===== src/design/cau_pkg.sv =====
// Shared types, constants and saturation helper for the complex arithmetic unit.
// No dependencies; every other design file imports this package.
package cau_pkg;

    localparam int DATA_WIDTH = 32;
    localparam int FRAC_BITS_DEFAULT = 24;
    localparam int PROD_WIDTH = 2 * DATA_WIDTH;

    typedef logic signed [DATA_WIDTH-1:0] word_t;
    typedef logic [PROD_WIDTH-1:0] mag_t;
    typedef logic [2:0] mode_t;

    localparam mode_t MODE_ADD  = 3'd0;
    localparam mode_t MODE_SUB  = 3'd1;
    localparam mode_t MODE_MUL  = 3'd2;
    localparam mode_t MODE_DIV  = 3'd3;
    localparam mode_t MODE_CONJ = 3'd4;
    localparam mode_t MODE_MOD  = 3'd5;

    localparam word_t WORD_MAX = {1'b0, {(DATA_WIDTH-1){1'b1}}};
    localparam word_t WORD_MIN = {1'b1, {(DATA_WIDTH-1){1'b0}}};
    localparam mag_t MAG_TOP = mag_t'(1) << (DATA_WIDTH - 1);
    localparam mag_t MAG_MAXPOS = MAG_TOP - 1'b1;

    typedef struct packed {
        mode_t mode;
        word_t a_re;
        word_t a_im;
        word_t b_re;
        word_t b_im;
    } cau_in_t;

    typedef struct packed {
        word_t res_re;
        word_t res_im;
        logic  div_zero;
    } cau_out_t;

    typedef struct packed {
        mode_t mode;
        word_t simple_re;
        word_t simple_im;
        logic  dz;
        logic  neg_re;
        logic  neg_im;
    } side_t;

    typedef struct packed {
        side_t side;
        mag_t  num_re;
        mag_t  num_im;
        mag_t  sq_sum;
    } prod_t;

    function automatic word_t sat_mag(input logic neg, input mag_t mag);
        word_t res;
        if (!neg)
        begin
            res = (mag > MAG_MAXPOS) ? WORD_MAX : word_t'(mag[DATA_WIDTH-1:0]);
        end
        else
        begin
            res = (mag >= MAG_TOP) ? WORD_MIN : word_t'(~mag[DATA_WIDTH-1:0] + 1'b1);
        end
        return res;
    endfunction

endpackage


===== src/design/cau_sqrt_lane.sv =====
// Pipelined integer square root: one result bit per stage, DATA_WIDTH stages.
// Depends on cau_pkg.
module cau_sqrt_lane (
    input  logic          clk,
    input  logic          en,
    input  cau_pkg::mag_t rad,
    output cau_pkg::mag_t root
);
    import cau_pkg::*;

    localparam int DW = DATA_WIDTH;
    localparam int PW = PROD_WIDTH;

    typedef struct packed {
        mag_t s;
        mag_t r;
    } sq_t;

    sq_t sq_reg [DW];
    sq_t sq_next [DW];

    function automatic sq_t sq_step(input mag_t s, input mag_t r, input mag_t b);
        sq_t  o;
        mag_t cand;
        cand = r + b;
        if (s >= cand)
        begin
            o.s = s - cand;
            o.r = (r >> 1) + b;
        end
        else
        begin
            o.s = s;
            o.r = r >> 1;
        end
        return o;
    endfunction

    always_comb
    begin
        sq_next[0] = sq_step(rad, '0, mag_t'(1) << (PW - 2));
        for (int k = 1; k < DW; k++)
        begin
            sq_next[k] = sq_step(sq_reg[k-1].s, sq_reg[k-1].r, mag_t'(1) << (PW - 2 - 2 * k));
        end
    end

    always_ff @(posedge clk)
    begin
        if (en)
        begin
            for (int k = 0; k < DW; k++)
            begin
                sq_reg[k] <= sq_next[k];
            end
        end
    end

    assign root = sq_reg[DW-1].r;

endmodule


===== config.mk =====
export PLATFORM = sky130hd
export DESIGN_NAME = cau_sqrt_lane
export DESIGN_NICKNAME = d
export VERILOG_FILES = /design/src/design/cau_pkg.sv /design/src/design/cau_sqrt_lane.sv
export SDC_FILE = /design/constraint.sdc
export NUM_CORES = 2
export LEC_CHECK = 0
export BUFFER_PORTS_ARGS = -buffer_cell sky130_fd_sc_hd__buf_4
export CORE_MARGIN = 2
export CORE_UTILIZATION = 58
export CTS_CLUSTER_SIZE = 10
export DETAILED_ROUTE_END_ITERATION = 16
export PLACE_DENSITY = 0.88
export SKIP_CTS_REPAIR_TIMING = 1
export SLEW_MARGIN = 15
export SYNTH_ARGS = -nofsm -noshare
export SYNTH_HDL_FRONTEND = slang
export SYNTH_SLANG_ARGS = --single-unit

===== constraint.sdc =====
create_clock -name clk -period 3.7 [get_ports clk]
set_input_delay 0.74 -clock clk [delete_from_list [all_inputs] [get_ports clk]]
set_output_delay 0.74 -clock clk [all_outputs]
set_load 0.005 [all_outputs]

==> results by group <==
Status
  • Status: complete, but fails checks
  • Failing checks: design-rule violations, negative setup slack

Yosys
  • Seq cells post-synth: about 2500
  • Number of synthesized flops with an enable pin: 2512
  • Area share of the largest cell type after synthesis: 0.622
  • Cell Area, Synth: 121000 um^2
  • Synth top area cells: edfxtp_1 (62%), ha_1 (5.8%), xnor2_1 (3.7%), xor2_1 (2.7%), a21oi_1 (2.6%)
  • Cells after Synth: about 9700
  • Syn avg cell area: 12.5 um^2
  • Post-synth top flop: edfxtp_1
  • Async set-reset flop share out of synthesis: 0
  • Sequential share of the synthesized area: 0.622
  • Post-synth top area cell: edfxtp_1
  • Count of different cell masters after synthesis: 93
  • Top-count cell post-synth: edfxtp_1
  • Ys Warns: 0
  • Post-synth top cells: edfxtp_1 (2512), inv_1 (689), a21oi_1 (630)

Clocking
  • CTS root buffer: clkbuf_16
  • Clock sinks: 2512
  • CTS Buf Count: 306
  • H-Tree Depth: 5
  • CTS tree: built
  • Clock Tree Buf Depth: 4
  • Clock-pin slew on the worst setup and hold paths: 60 ps
  • Worst-Skew Late Latency: 1000 ps

Placed design
  • Dpl hpwl: 239 mm
  • Routability Congestion: roughly 1
  • IO buf count: 97
  • Post-placement setup slack: -345 ps

Timing
  • Final max-slew violation count: 0
  • Max-Slew Margin vs Limit: 0.0906
  • Setup-failing EPs final: 47
  • Fmax: 260 MHz
  • Setup TNS: -2220 ps
  • Final Cycle Share: 1.04
  • Setup WS post-layout: -139 ps
  • Unrepaired setup endpoints after global routing: yes
  • Tightest Pin Transition: around 1300 ps
  • Final Critical Period: 3840 ps
  • Clock Skew: 85.9 ps
  • Hold_ws: 203 ps
  • Final Hold Fails: 0

Routing
  • Drt drc: 1
  • Number of antenna-violating nets in the routed design: 0
  • DR iter-0 viols: 9628
  • Via count: 84734
  • Avg WL per Cell: 26.4 um
  • DR vias/cell: 6.41
  • TritonRoute pass-1 iters: 13
  • Routed WL: around 350 mm

Critical path
  • CP Cell Sequence: inv_1 > ha_1 > nand2_1 > nor3_1 > nand4_1 > nor4_1 > nor2_1 > nand2_1 > o211ai_1 > nor3_1 > xor2_1
  • Worst path buffer plus inverter count: 1
  • Setup Crit Path Kind: reg -> reg
  • Slowest-stage cell, CP: nor4_1
  • Crit. Startpoint: sq_reg[0][442]$_DFFE_PP_
  • Worst R2R Path Depth: 11
  • CP Launch Type: flip-flop
  • CP Max Fanout: 11
  • R2R Path End: sq_reg[0][639]$_DFFE_PP_
  • Critical Path RT: 4460 ps
  • Critical path endpoint category: flip-flop
  • Largest stage delay on the critical path: approximately 650 ps
  • Data arrival, critical path: approximately 4600 ps
  • Reg-to-reg slack, setup: -140 ps
  • Launching point of the worst reg2reg path: sq_reg[0][442]$_DFFE_PP_
  • Crit path max-delay family: simple AND/OR/NAND/NOR gates

Power
  • NetSw: roughly 0.026 W
  • Comb power frac: 0.229
  • Clock power share: 0.305
  • Sequential Power Share: 0.465
  • Leakage: 52.4 nW
  • PD cells: between 600 and 700 nW/um^2
  • Worst vdd ir: 0.626 mV
  • Internal power: roughly 0.059 W
  • Switching share of total power: 0.305

Global route
  • Remaining Overflow, GRT: 0
  • Vias in the first global route: ~83000
  • Total GRT Usage: 0.312
  • First-pass GRT wire length: 500 mm
  • Largest net degree at the start of global routing: 189
  • Antenna violations before repair: 9

Die
  • Overall die height: around 460 um
  • Full die area: between 200000 and 250000 um^2
  • Die width: 461 um
  • IO Pins: 130
  • Placeable core area: around 210000 um^2
  • Num rows: 167
  • Starting Density: 0.585

Finish
  • Fraction of layout cells with a size suffix above 1: 0.111
  • Max FFs per register: 2512
  • Post-Route Utilization: 0.665
  • Layout area overhead: 13.7%
  • Layout Nets: approximately 11000

Worst hold path
  • HP Start: rad[63]
  • Hold path cells: 3
  • Worst min-delay path class: in -> reg
  • Hold Path End: sq_reg[0][127]$_DFFE_PP_

Run
  • Max Cap Violations: 0
-- layer usage --
| metal | vias up | wire length [um] | track usage |
|---|---|---|---|
| li1 | 37475 | - | - |
| met3 | 1736 | 25600 | 0.0550 |
| met2 | 5138 | 175000 | 0.553 |
| met4 | 8 | 38100 | 0.269 |
| met1 | 40377 | 110000 | 0.317 |
| met5 | - | 59 | 0 |
-- cell families after synthesis --
group,Yosys count,synth area share
mux,94,0.00859
other cells,1,0.0000309
xor+xnor,883,0.0638
buf+inv,959,0.0321
compound gates,1851,0.0952
fa+ha+maj,558,0.0576
simple gates,2814,0.121
flops,2512,0.622
-- metrics by stage --
| step | total power (W) | cell area, um^2 | cells |
|---|---|---|---|
| 2_1_floorplan | 0.0509 | 121000 | 9703 |
| 3_3_place_gp | 0.0578 | 128000 | 12765 |
| 3_5_place_dp | 0.0584 | 128000 | 12765 |
| 4_1_cts | 0.0843 | 136000 | 13117 |
| 5_1_grt | 0.0883 | 138000 | 13207 |
| 6_report | 0.0854 | 138000 | 13210 |
-- worst max path at each step --
| stage | cells past startpoint | slack (ps) | to |
|---|---|---|---|
| 2_1_floorplan | 10 | 100 | sq_reg[1][1242]$_DFFE_PP_ |
| 3_3_place_gp | 11 | -340 | sq_reg[1][503]$_DFFE_PP_ |
| 3_5_place_dp | 11 | -350 | sq_reg[1][501]$_DFFE_PP_ |
| 4_1_cts | 11 | -380 | sq_reg[1][501]$_DFFE_PP_ |
| 5_1_grt | 10 | -190 | sq_reg[0][639]$_DFFE_PP_ |
| 6_report | 11 | -140 | sq_reg[0][639]$_DFFE_PP_ |
-- layout by cell type (no fill, tap or decap), drive strengths merged, types with 52 or more instances in the layout --
cell type and count:
nor4b 55, o21ai 414, ha 558, nor2b 65, nand2b 113, edfxtp 2512
a21o 234, or4 94, dlygate4sd3 62, clkbuf 335, and3 53, mux2 81
nor4 322, or3 94, a21oi 630, buf 554, nand3 164, xor2 372
nand4 171, nor3 279, inv 700, nand2 563, o21a 112, xnor2 511
o21bai 59, o211ai 52, nor2 625
-- worst register-to-register path: cells and delay by family, from the launching register on --
kind / cells / cell delay [ps]
simple gates: 7 / 2110
flops: 1 / 430
fa+ha+maj: 1 / 410
xor+xnor: 1 / 320
compound gates: 1 / 220
buf+inv: 1 / 100
-- final cells by class --
type | instances | area, um^2
clock buffers | 328 | 7890
diodes | 5 | 12.5
flip-flops and latches | 2512 | 75400
fillers | 13767 | 69600
inverters | 696 | 2620
repair buffers | 623 | 5450
clock inverters | 24 | 175
well taps | 2788 | 3490
multi-input cells | 6234 | 42800
-- power groups by stage --
stage / Sequential (W) / Clock (W) / Combinational [W]
2_1_floorplan: 0.0382 / 0 / 0.0128
3_3_place_gp: 0.0398 / 0 / 0.0180
3_5_place_dp: 0.0400 / 0 / 0.0184
4_1_cts: 0.0395 / 0.0260 / 0.0187
5_1_grt: 0.0399 / 0.0271 / 0.0212
6_report: 0.0398 / 0.0261 / 0.0196
No activity file was read; power rests on OpenSTA's default activity.
